===== src/design/swpi_pkg.sv =====
`timescale 1ns / 1ps
// ----------------------------------------------------------------------------
// swpi_pkg
// Shared types and codes for the stack with positional insert: request and
// result payloads, command and error codes, controller states and the
// command/status bundles between controller and datapath.
// ----------------------------------------------------------------------------
package swpi_pkg;

    // Command codes carried in a request
    typedef enum logic [1:0] {
        CMD_PUSH   = 2'd0,
        CMD_POP    = 2'd1,
        CMD_INSERT = 2'd2
    } cmd_code_t;

    // Error codes carried in a result
    typedef enum logic [1:0] {
        ERR_OK    = 2'd0,
        ERR_FULL  = 2'd1,
        ERR_EMPTY = 2'd2,
        ERR_POS   = 2'd3
    } err_code_t;

    // Request payload
    typedef struct packed {
        logic [1:0] cmd;
        logic [7:0] in_byte;
        logic [8:0] position;
    } in_item_t;

    // Result payload
    typedef struct packed {
        logic [7:0] out_byte;
        logic [1:0] error;
        logic [8:0] count;
        logic       is_empty;
    } out_item_t;

    // Controller states
    typedef enum logic [1:0] {
        ST_IDLE,
        ST_EXEC,
        ST_SHIFT,
        ST_DONE
    } state_t;

    // Controller to datapath commands
    typedef struct packed {
        logic capture;  // latch the accepted request
        logic exec;     // check and run push, pop, or start an insert
        logic shift;    // move one entry up during an insert
        logic load;     // load the result register
    } ctl_t;

    // Datapath to controller status
    typedef struct packed {
        logic start_shift; // insert passed its checks, entries must move
        logic shift_done;  // insert byte written, fill updated
        logic out_free;    // result register can take a new result
    } stat_t;

endpackage


===== src/design/swpi_ram.sv =====
`timescale 1ns / 1ps
// ----------------------------------------------------------------------------
// swpi_ram
// Generic single-clock RAM, one write port and one read port, registered
// read data that holds until the next read.
// ----------------------------------------------------------------------------
module swpi_ram #(
    parameter int WIDTH = 8,
    parameter int DEPTH = 256,
    localparam int AW = (DEPTH > 1) ? $clog2(DEPTH) : 1
) (
    input  logic             aclk,
    input  logic             wr_en,
    input  logic [AW-1:0]    wr_addr,
    input  logic [WIDTH-1:0] wr_data,
    input  logic             rd_en,
    input  logic [AW-1:0]    rd_addr,
    output logic [WIDTH-1:0] rd_data
);

    logic [WIDTH-1:0] mem [DEPTH];
    logic [WIDTH-1:0] rd_data_reg;

    // Write port and registered read port
    always_ff @(posedge aclk) begin
        if (wr_en) begin
            mem[wr_addr] <= wr_data;
        end
        if (rd_en) begin
            rd_data_reg <= mem[rd_addr];
        end
    end

    assign rd_data = rd_data_reg;

endmodule


===== src/design/swpi_ctrl.sv =====
`timescale 1ns / 1ps
// ----------------------------------------------------------------------------
// swpi_ctrl
// Controller for the stack: takes one request at a time, sequences the
// execute, entry shift and result load steps of the datapath.
// ----------------------------------------------------------------------------
module swpi_ctrl (
    input  logic            aclk,
    input  logic            aresetn,
    input  logic            s_valid,
    output logic            s_ready,
    input  swpi_pkg::stat_t stat,
    output swpi_pkg::ctl_t  ctl
);
    import swpi_pkg::*;

    state_t state_reg;
    state_t state_next;

    // Advance state
    always_ff @(posedge aclk) begin
        if (!aresetn) begin
            state_reg <= ST_IDLE;
        end else begin
            state_reg <= state_next;
        end
    end

    // Next state
    always_comb begin
        state_next = state_reg;
        case (state_reg)
            ST_IDLE: begin
                if (s_valid) begin
                    state_next = ST_EXEC;
                end
            end
            ST_EXEC: begin
                state_next = stat.start_shift ? ST_SHIFT : ST_DONE;
            end
            ST_SHIFT: begin
                if (stat.shift_done) begin
                    state_next = ST_DONE;
                end
            end
            ST_DONE: begin
                if (stat.out_free) begin
                    state_next = ST_IDLE;
                end
            end
            default: begin
                state_next = ST_IDLE;
            end
        endcase
    end

    // Outputs
    always_comb begin
        s_ready     = 1'b0;
        ctl         = '0;
        case (state_reg)
            ST_IDLE: begin
                s_ready     = 1'b1;
                ctl.capture = s_valid;
            end
            ST_EXEC: begin
                ctl.exec = 1'b1;
            end
            ST_SHIFT: begin
                ctl.shift = 1'b1;
            end
            ST_DONE: begin
                ctl.load = stat.out_free;
            end
            default: begin
                s_ready = 1'b0;
            end
        endcase
    end

endmodule


===== src/design/swpi_dp.sv =====
`timescale 1ns / 1ps
// ----------------------------------------------------------------------------
// swpi_dp
// Datapath for the stack: request register, fill count, entry memory,
// insert shift pointer and the result register.
// ----------------------------------------------------------------------------
module swpi_dp #(
    parameter int DEPTH = 256
) (
    input  logic                aclk,
    input  logic                aresetn,
    input  swpi_pkg::in_item_t  s_data,
    input  swpi_pkg::ctl_t      ctl,
    output swpi_pkg::stat_t     stat,
    output logic                m_valid,
    input  logic                m_ready,
    output swpi_pkg::out_item_t m_data
);
    import swpi_pkg::*;

    localparam int AW = (DEPTH > 1) ? $clog2(DEPTH) : 1;
    localparam int FW = $clog2(DEPTH + 1);
    localparam int CW = (FW > 9) ? FW : 9;

    // Request and control registers
    in_item_t        req_reg;
    logic [FW-1:0]   fill_reg;
    logic [FW-1:0]   fill_next;
    logic [FW-1:0]   ptr_reg;
    logic [FW-1:0]   ptr_next;
    logic            mv_valid_reg;
    logic            mv_valid_next;
    logic [AW-1:0]   mv_addr_reg;
    logic [AW-1:0]   mv_addr_next;
    logic [1:0]      err_reg;
    logic [1:0]      err_next;
    logic            popped_reg;
    logic            popped_next;
    logic            m_valid_reg;
    out_item_t       m_data_reg;

    // Memory port signals
    logic            wr_en;
    logic [AW-1:0]   wr_addr;
    logic [7:0]      wr_data;
    logic            rd_en;
    logic [AW-1:0]   rd_addr;
    logic [7:0]      rd_data;

    // Checks and helpers
    logic            full;
    logic            empty;
    logic            pos_bad;
    logic            ptr_above;
    logic            ptr_at;
    logic            insert_ok;
    logic [FW-1:0]   fill_dec;
    logic [FW-1:0]   ptr_dec;

    assign full      = (fill_reg == FW'(DEPTH));
    assign empty     = (fill_reg == '0);
    assign pos_bad   = (CW'(req_reg.position) > CW'(fill_reg));
    assign ptr_above = (CW'(ptr_reg) > CW'(req_reg.position));
    assign ptr_at    = (CW'(ptr_reg) == CW'(req_reg.position));
    assign fill_dec  = fill_reg - FW'(1);
    assign ptr_dec   = ptr_reg - FW'(1);
    assign insert_ok = (req_reg.cmd == CMD_INSERT) && !full && !pos_bad;

    // Run the command, step the insert shift
    always_comb begin
        fill_next     = fill_reg;
        ptr_next      = ptr_reg;
        mv_valid_next = mv_valid_reg;
        mv_addr_next  = mv_addr_reg;
        err_next      = err_reg;
        popped_next   = popped_reg;
        wr_en         = 1'b0;
        wr_addr       = fill_reg[AW-1:0];
        wr_data       = req_reg.in_byte;
        rd_en         = 1'b0;
        rd_addr       = fill_dec[AW-1:0];
        stat.start_shift = 1'b0;
        stat.shift_done  = 1'b0;
        stat.out_free    = !m_valid_reg || m_ready;

        if (ctl.exec) begin
            err_next    = ERR_OK;
            popped_next = 1'b0;
            case (req_reg.cmd)
                CMD_PUSH: begin
                    if (full) begin
                        err_next = ERR_FULL;
                    end else begin
                        wr_en     = 1'b1;
                        fill_next = fill_reg + FW'(1);
                    end
                end
                CMD_POP: begin
                    if (empty) begin
                        err_next = ERR_EMPTY;
                    end else begin
                        rd_en       = 1'b1;
                        popped_next = 1'b1;
                        fill_next   = fill_dec;
                    end
                end
                CMD_INSERT: begin
                    if (full) begin
                        err_next = ERR_FULL;
                    end else if (pos_bad) begin
                        err_next = ERR_POS;
                    end
                end
                default: begin
                    err_next = ERR_OK;
                end
            endcase
            if (insert_ok) begin
                stat.start_shift = 1'b1;
                ptr_next         = fill_reg;
                mv_valid_next    = 1'b0;
            end
        end

        if (ctl.shift) begin
            // Write back the entry read last cycle one place higher
            if (mv_valid_reg) begin
                wr_en   = 1'b1;
                wr_addr = mv_addr_reg;
                wr_data = rd_data;
            end else if (ptr_at) begin
                wr_en           = 1'b1;
                wr_addr         = ptr_reg[AW-1:0];
                wr_data         = req_reg.in_byte;
                fill_next       = fill_reg + FW'(1);
                stat.shift_done = 1'b1;
            end
            // Read the next entry below the pointer
            if (ptr_above) begin
                rd_en         = 1'b1;
                rd_addr       = ptr_dec[AW-1:0];
                mv_addr_next  = ptr_reg[AW-1:0];
                mv_valid_next = 1'b1;
                ptr_next      = ptr_dec;
            end else begin
                mv_valid_next = 1'b0;
            end
        end
    end

    // Control registers
    always_ff @(posedge aclk) begin
        if (!aresetn) begin
            fill_reg     <= '0;
            mv_valid_reg <= 1'b0;
            m_valid_reg  <= 1'b0;
        end else begin
            fill_reg     <= fill_next;
            mv_valid_reg <= mv_valid_next;
            if (ctl.load) begin
                m_valid_reg <= 1'b1;
            end else if (m_ready) begin
                m_valid_reg <= 1'b0;
            end
        end
    end

    // Payload registers
    always_ff @(posedge aclk) begin
        if (ctl.capture) begin
            req_reg <= s_data;
        end
        ptr_reg     <= ptr_next;
        mv_addr_reg <= mv_addr_next;
        err_reg     <= err_next;
        popped_reg  <= popped_next;
        if (ctl.load) begin
            m_data_reg.out_byte <= popped_reg ? rd_data : 8'd0;
            m_data_reg.error    <= err_reg;
            m_data_reg.count    <= 9'(fill_reg);
            m_data_reg.is_empty <= empty;
        end
    end

    assign m_valid = m_valid_reg;
    assign m_data  = m_data_reg;

    // Entry storage
    swpi_ram #(
        .WIDTH (8),
        .DEPTH (DEPTH)
    ) u_ram (
        .aclk    (aclk),
        .wr_en   (wr_en),
        .wr_addr (wr_addr),
        .wr_data (wr_data),
        .rd_en   (rd_en),
        .rd_addr (rd_addr),
        .rd_data (rd_data)
    );

endmodule


===== src/design/stack_with_positional_insert.sv =====
`timescale 1ns / 1ps
// ----------------------------------------------------------------------------
// stack_with_positional_insert
// Bounded LIFO stack of bytes with push, pop and insert at a position.
//
// Each request on s_ (valid/ready) carries a command, a byte and a position;
// each yields exactly one result on m_ (valid/ready) with the popped byte, an
// error code, the new count and an empty flag.
// Push, pop, an unused code and any rejected command run in the execute step
// and then wait for the result load; the next request is taken after the
// result is loaded.
// Insert at position p with count n moves n - p entries, one per cycle through
// the single write port of the entry memory, then writes the last moved entry
// and then the insert byte before the result is loaded. With p equal to n only
// the insert byte is written.
// Reset clears the count and the result valid flag; entry memory is not
// cleared and needs no clearing pass. s_ready is high whenever no request is
// in work, also while a loaded result waits in the result register; when the
// receiver stalls, a finished result is held until the register frees up.
// ----------------------------------------------------------------------------
module stack_with_positional_insert #(
    parameter int DEPTH = 256
) (
    input  logic                aclk,
    input  logic                aresetn,
    input  logic                s_valid,
    output logic                s_ready,
    input  swpi_pkg::in_item_t  s_data,
    output logic                m_valid,
    input  logic                m_ready,
    output swpi_pkg::out_item_t m_data
);
    import swpi_pkg::*;

    ctl_t  ctl;
    stat_t stat;

    // Sequencer
    swpi_ctrl u_ctrl (
        .aclk    (aclk),
        .aresetn (aresetn),
        .s_valid (s_valid),
        .s_ready (s_ready),
        .stat    (stat),
        .ctl     (ctl)
    );

    // Stack storage and result path
    swpi_dp #(
        .DEPTH (DEPTH)
    ) u_dp (
        .aclk    (aclk),
        .aresetn (aresetn),
        .s_data  (s_data),
        .ctl     (ctl),
        .stat    (stat),
        .m_valid (m_valid),
        .m_ready (m_ready),
        .m_data  (m_data)
    );

endmodule

===== config.mk =====
export PLATFORM = sky130hd
export DESIGN_NAME = stack_with_positional_insert
export DESIGN_NICKNAME = d
export VERILOG_FILES = /design/src/design/swpi_pkg.sv /design/src/design/swpi_ram.sv /design/src/design/swpi_ctrl.sv /design/src/design/swpi_dp.sv /design/src/design/stack_with_positional_insert.sv
export SDC_FILE = /design/constraint.sdc
export NUM_CORES = 2
export LEC_CHECK = 0
export BUFFER_PORTS_ARGS = -buffer_cell sky130_fd_sc_hd__clkbuf_2
export CORE_MARGIN = 2
export CORE_UTILIZATION = 50
export DETAILED_ROUTE_END_ITERATION = 8
export PLACE_DENSITY = 0.76
export SYNTH_ARGS = -nofsm -noshare
export SYNTH_HDL_FRONTEND = slang
export SYNTH_HIERARCHICAL = 1
export SYNTH_SLANG_ARGS = --single-unit

===== constraint.sdc =====
create_clock -name aclk -period 10.5 [get_ports aclk]
set_input_delay 1.05 -clock aclk [delete_from_list [all_inputs] [get_ports aclk]]
set_output_delay 1.05 -clock aclk [all_outputs]
set_load 0.02 [all_outputs]

Yosys cells after proc, flatten, opt, wreduce, memory -nomap -nowiden
Memory sizes are Yosys's and may differ from the RTL's. A register that Yosys moved wholly into a read port is not among the register bits. Index checks and enable logic that the tools add are counted.

Eq/ne operators: 10. Order comparisons: 2. Mux-type cells: 57. Add/sub/neg operators: 3. Reductions and logical operators: 15.

Operator list (number): 9-bit 2-to-1 mux (10); 8-bit 2-to-1 mux (7); 1-bit 2-to-1 mux (31); 9-bit greater-than comparator (2); 9-bit one-hot mux with 2 select lines (1); 9-bit by 1-bit subtractor with 9-bit output, second input constant (2); 2-bit 2-to-1 mux (6); 9-bit by 1-bit adder with 9-bit output, second input constant (1); 9-bit == test (1); 9-bit == test, second input constant (1); 9-bit zero test (1); 2-bit one-hot mux with 4 select lines (1); 2-bit == test, second input constant (3); 2-bit one-hot mux with 3 select lines (1); 2-bit nonzero test (3); 2-bit by 1-bit == test with 1-bit output, second input constant (2); 2-bit zero test (2); 2-bit != test, second input constant (2); 2-bit AND reduction (2); 1-bit zero test (3); 3-bit AND reduction (1); 1-bit logical AND (2); 2-bit by 1-bit != test with 1-bit output, second input constant (1); 1-bit logical OR (1).

Register bits after elaboration: 72. Input port bits: 23. RAM bits: 2048. Memories: 1. Output and inout port bits: 22.

Memories: u_dp.u_ram.mem (depth 256, bits a word 8, read ports 1, clocked after Yosys merged registers in 1, wr ports 1, line swpi_ram.sv:21) `logic [WIDTH-1:0] mem [DEPTH];`.

Logic depth before layout (Yosys ltp)
Depth in word-level cells: 9. Gate-level depth with buffers: 20. Mapped depth without buffers: 15.

Cells and area by module
Netlist, hierarchy kept.

Modules (own cells, without submodules): swpi_ram (times used 1, cells an instance 3733, area each 79636.4 um^2); swpi_dp (times used 1, cells an instance 353, area each 3797.4 um^2); swpi_ctrl (times used 1, cells an instance 25, area each 225.2 um^2).

Worst setup path after synthesis
OpenSTA, ideal clock, no wires.

Path type: reg-to-reg. Start point: register u_dp.ptr_reg[6]. End point: register u_dp.u_ram.rd_data_reg[2], in the netlist u_dp/u_ram/rd_data[2] (read register of u_dp.u_ram.mem) (data pin). Period minus slack after synthesis: 4030 ps. Cell stages (with the launch flop): 17. Library setup time: 269 ps. Setup slack: 6470 ps. Required time: 10231 ps. Path buffers: 5. Data arrival time: 3761 ps. Cell sequence: dfxtp_1 -> ha_1 -> a22o_1 -> o41ai_1 -> a21o_1 -> inv_2 -> buf_2 -> a21oi_1 -> buf_6 -> buf_12 -> buf_8 -> buf_2 -> mux4_2 -> a22oi_1 -> a21oi_1 -> nor4_1 -> nor4_2.

Word-level cells in the longest chain between the ends: 3. Elaborated cells on any way between the ends: 6. Classes of those cells: 1 x add/sub; 1 x order compare; 4 x mux.

Ends and longest elaborated chain: from (decl) (line swpi_dp.sv:29) `logic [FW-1:0] ptr_reg;`; from (signal assigned) (line swpi_dp.sv:173) `ptr_reg <= ptr_next;`; 9-bit greater-than comparator (line swpi_dp.sv:63) `assign ptr_above = (CW'(ptr_reg) > CW'(req_reg.position));`; 8-bit 2-to-1 mux (line swpi_dp.sv:139) `if (ptr_above) begin`; 8-bit 2-to-1 mux (line swpi_dp.sv:125) `if (ctl.shift) begin`; named net u_dp.rd_addr[0] (line swpi_dp.sv:47) `logic [AW-1:0] rd_addr;`; to (decl) (line swpi_ram.sv:22) `logic [WIDTH-1:0] rd_data_reg;`.

The timed path passes the listed nets, and every way through them passes these cells. A chain may end at the register's enable or synchronous reset.

Worst setup path in the final report
Start point: register u_dp.ptr_reg[6]. End point: register u_dp.u_ram.rd_data_reg[3], in the netlist u_dp/u_ram/rd_data[3] (read register of u_dp.u_ram.mem) (data pin).

The elaborated chain is that of the path after synthesis.

==> flow_metrics.tcl <==
set metrics [dict create \
    sw_frac_of_total_pct 29.6 \
    drcViolationCount 0 \
    tns_ns 0 \
    grt_max_degree 181 \
    post_cts_buffers 0 \
    slew_violations 0 \
    synth.avg_cell_area_sq_um 20.4 \
    place_inst 6178 \
    r2r_end "u_dp/u_ram/rd_data[3]" \
    synth_top_area_share_pct 75.6 \
    finalCriticalPeriod_ns 7.46 \
    coreArea_sq_um 167000 \
    cts-resized-gates 0 \
    holdBufCountCts 0 \
    seqPwrFrac_pct 44.5 \
    fillers 12000 \
    finalSetupViolCount 0 \
    p_int_mw 15.8 \
    synthCells 4111 \
    slew_headroom_pct 1.32 \
    clkLatencyLatePin_ns 0.84 \
    outcome "complete, no violations" \
    routed_via_density 6.55 \
    worst_pin_slew_ns 1.48 \
    antenna_cells 0 \
    synth_ff_type "edfxtp_1" \
    grt_usage_pct 23.4 \
    start_util_pct 50.2 \
    hold_viol_final 0 \
    power_frac_comb_pct 24.0 \
    num_vias 42800 \
    p_total_mw 22.4 \
    yosysSeqAreaShare_pct 76.1 \
    yosys-top-cells-area "edfxtp_1, mux4_2, mux2i_1, nor2_1, a22oi_1" \
    final_cell_mix "edfxtp_1, mux4_2, nor2_1, clkbuf_16, mux2i_1" \
    cap_violations 0 \
    crit_type "reg -> reg" \
    yosysWarnings 6 \
    finalNonFillerCells 6537 \
    synth_top_cell_by_area "edfxtp_1" \
    tritoncts "yes" \
    cts_buffers 194 \
    end_kind "register" \
    peakVddDrop_uv 197 \
    io_pins 45 \
    clockRootBuffer "clkbuf_16" \
    clock_tree.buffer_depth 3 \
    clk_pin_slew_ns 0.08 \
    arrival_ns 8.02 \
    cts_sinks 2128 \
    fp-row-count 150 \
    die_area_sq_um 171000 \
    reg2reg_depth 14 \
    async_flop_share_pct 0 \
    worstPathRequired_ns 11.06 \
    dp_slack_ns 3.22 \
    rsz0062_at_grt "no" \
    final.period_utilization_pct 71.0 \
    skew_ns 0.0429 \
    syn_area_sq_um 83700 \
    clockPowerShare_pct 31.5 \
    nets 4218 \
    largest_reg_flops 2048 \
    synth.distinct_cells 89 \
    hold_depth 1 \
    grt-ovfl-total 0 \
    cp_max_fo 46 \
    final_common_cell "edfxtp_1" \
    hold_path_end "u_dp/req_reg[10]" \
    r2r_slack_ns 3.04 \
    min-delay-start "s_data[10]" \
    yosys_register_bits 2128 \
    p_per_area_nw_per_um2 243 \
    drt-total-wl_microns 200000 \
    fmax_ghz 0.134 \
    syn_to_final_growth_pct 10.4 \
    drt_iter0_markers 6564 \
    setup_ws_ns 3.04 \
    hold_path_class "in -> reg" \
    port_buffers 44 \
    syn_nets 4159 \
    antenna_found_initial 6 \
    routabilityCongestion 0.907 \
    worstReg2RegStart "u_dp/ptr_reg[6]" \
    fp.dieW_microns 413 \
    grt_pass1_wl_microns 290000 \
    antenna_left 0 \
    drive_gt1_share_pct 21.0 \
    leakagePower_nw 29.5 \
    htreeDepth 4 \
    dp_hpwl_microns 119000 \
    grt_pass1_vias 41900 \
    die_h_microns 413 \
    route.detailed.wl_per_inst_microns 30.5 \
    synth_edf_count 2106 \
    start_kind "register" \
    first_pass_iters 8 \
    power.switching_mw 6.63 \
]
[worst max-delay path by stage]
stage,endpoint,cells past startpoint,startpoint
2_1_floorplan,u_dp/u_ram/rd_data[2],16,u_dp/ptr_reg[6]
3_3_place_gp,u_dp/u_ram/rd_data[3],17,u_dp/ptr_reg[0]
3_5_place_dp,u_dp/u_ram/rd_data[3],14,u_dp/ptr_reg[6]
4_1_cts,u_dp/u_ram/rd_data[3],14,u_dp/ptr_reg[6]
5_1_grt,u_dp/u_ram/rd_data[3],17,u_dp/ptr_reg[0]
6_report,u_dp/u_ram/rd_data[3],14,u_dp/ptr_reg[6]
[logic make-up after synthesis]
family                     share of synthesized area (%)
AOI/OAI and AO/OA                                   4.00
muxes                                               14.0
DFF                                                 76.1
adders and majority gates                          0.374
and+or+nand+nor                                     3.35
xor gates and xnor gates                           0.157
buffers and inverters                               1.97
[synthesized netlist by cell type, types with 27 or more instances]
cell type / n
edfxtp_1: 2106
mux4_2: 454
nor2_1: 313
mux2i_1: 136
a22oi_1: 133
clkbuf_1: 123
a21oi_1: 111
nand2_1: 48
o221ai_1: 46
nand3_1: 45
o22ai_1: 39
nor2b_1: 38
buf_2: 32
inv_1: 29
nor4_1: 28
buf_4: 27
[final cells by class]
class / count / area (sq um) / area share (%)
Sequential cell: 2128 / 63700 / 69.0
Clock inverter: 119 / 1160 / 1.26
Timing Repair Buffer: 112 / 818 / 0.886
Multi-Input combinational cell: 1702 / 18600 / 20.1
Tap cell: 2204 / 2760 / 2.99
Clock buffer: 240 / 5220 / 5.65
Inverter: 32 / 120 / 0.130
[metal layers]
layer,part of all wire [%],track usage [%],vias up
li1,-,-,17200
met1,37,32.8,22200
met2,47,35.9,2934
met3,12,5.53,452
met4,3.9,8.89,8
met5,0.022,0,-
[power by group through the flow]
| stage | sequential, mW | combinational (mW) | clock, mW |
|---|---|---|---|
| after floorplan | 10.2 | 3.57 | 0 |
| after global placement | 10.2 | 5.18 | 0 |
| after detailed placement | 10.2 | 5.26 | 0 |
| after CTS | 9.98 | 5.29 | 7.13 |
| after global routing | 9.99 | 5.60 | 7.44 |
| final | 9.98 | 5.37 | 7.06 |
[worst max-delay path, stage by stage, from the launching register on]
cell and delay [ns]:
dfxtp_1 0.48, ha_1 0.31, a22o_1 0.24, o41ai_1 0.35, a21o_1 0.70, inv_2 0.46, a21oi_4 0.88, buf_4 0.77
buf_4 0.82, mux2i_1 0.29, nand2_1 0.08, a311oi_1 0.46, o221ai_1 0.24, a211oi_1 0.85, nor4_1 0.08
[stage by stage]
step | hold WS (ns) | util, % | area, sq um
after floorplan | 0.400 | - | 83700
after global placement | 0.403 | 51.6 | 85900
after detailed placement | 0.406 | 51.6 | 85900
after CTS | 0.344 | 55.4 | 92300
after global routing | 0.366 | 55.4 | 92300
final | 0.390 | 55.4 | 92300
(Power assumes the default switching activity.)
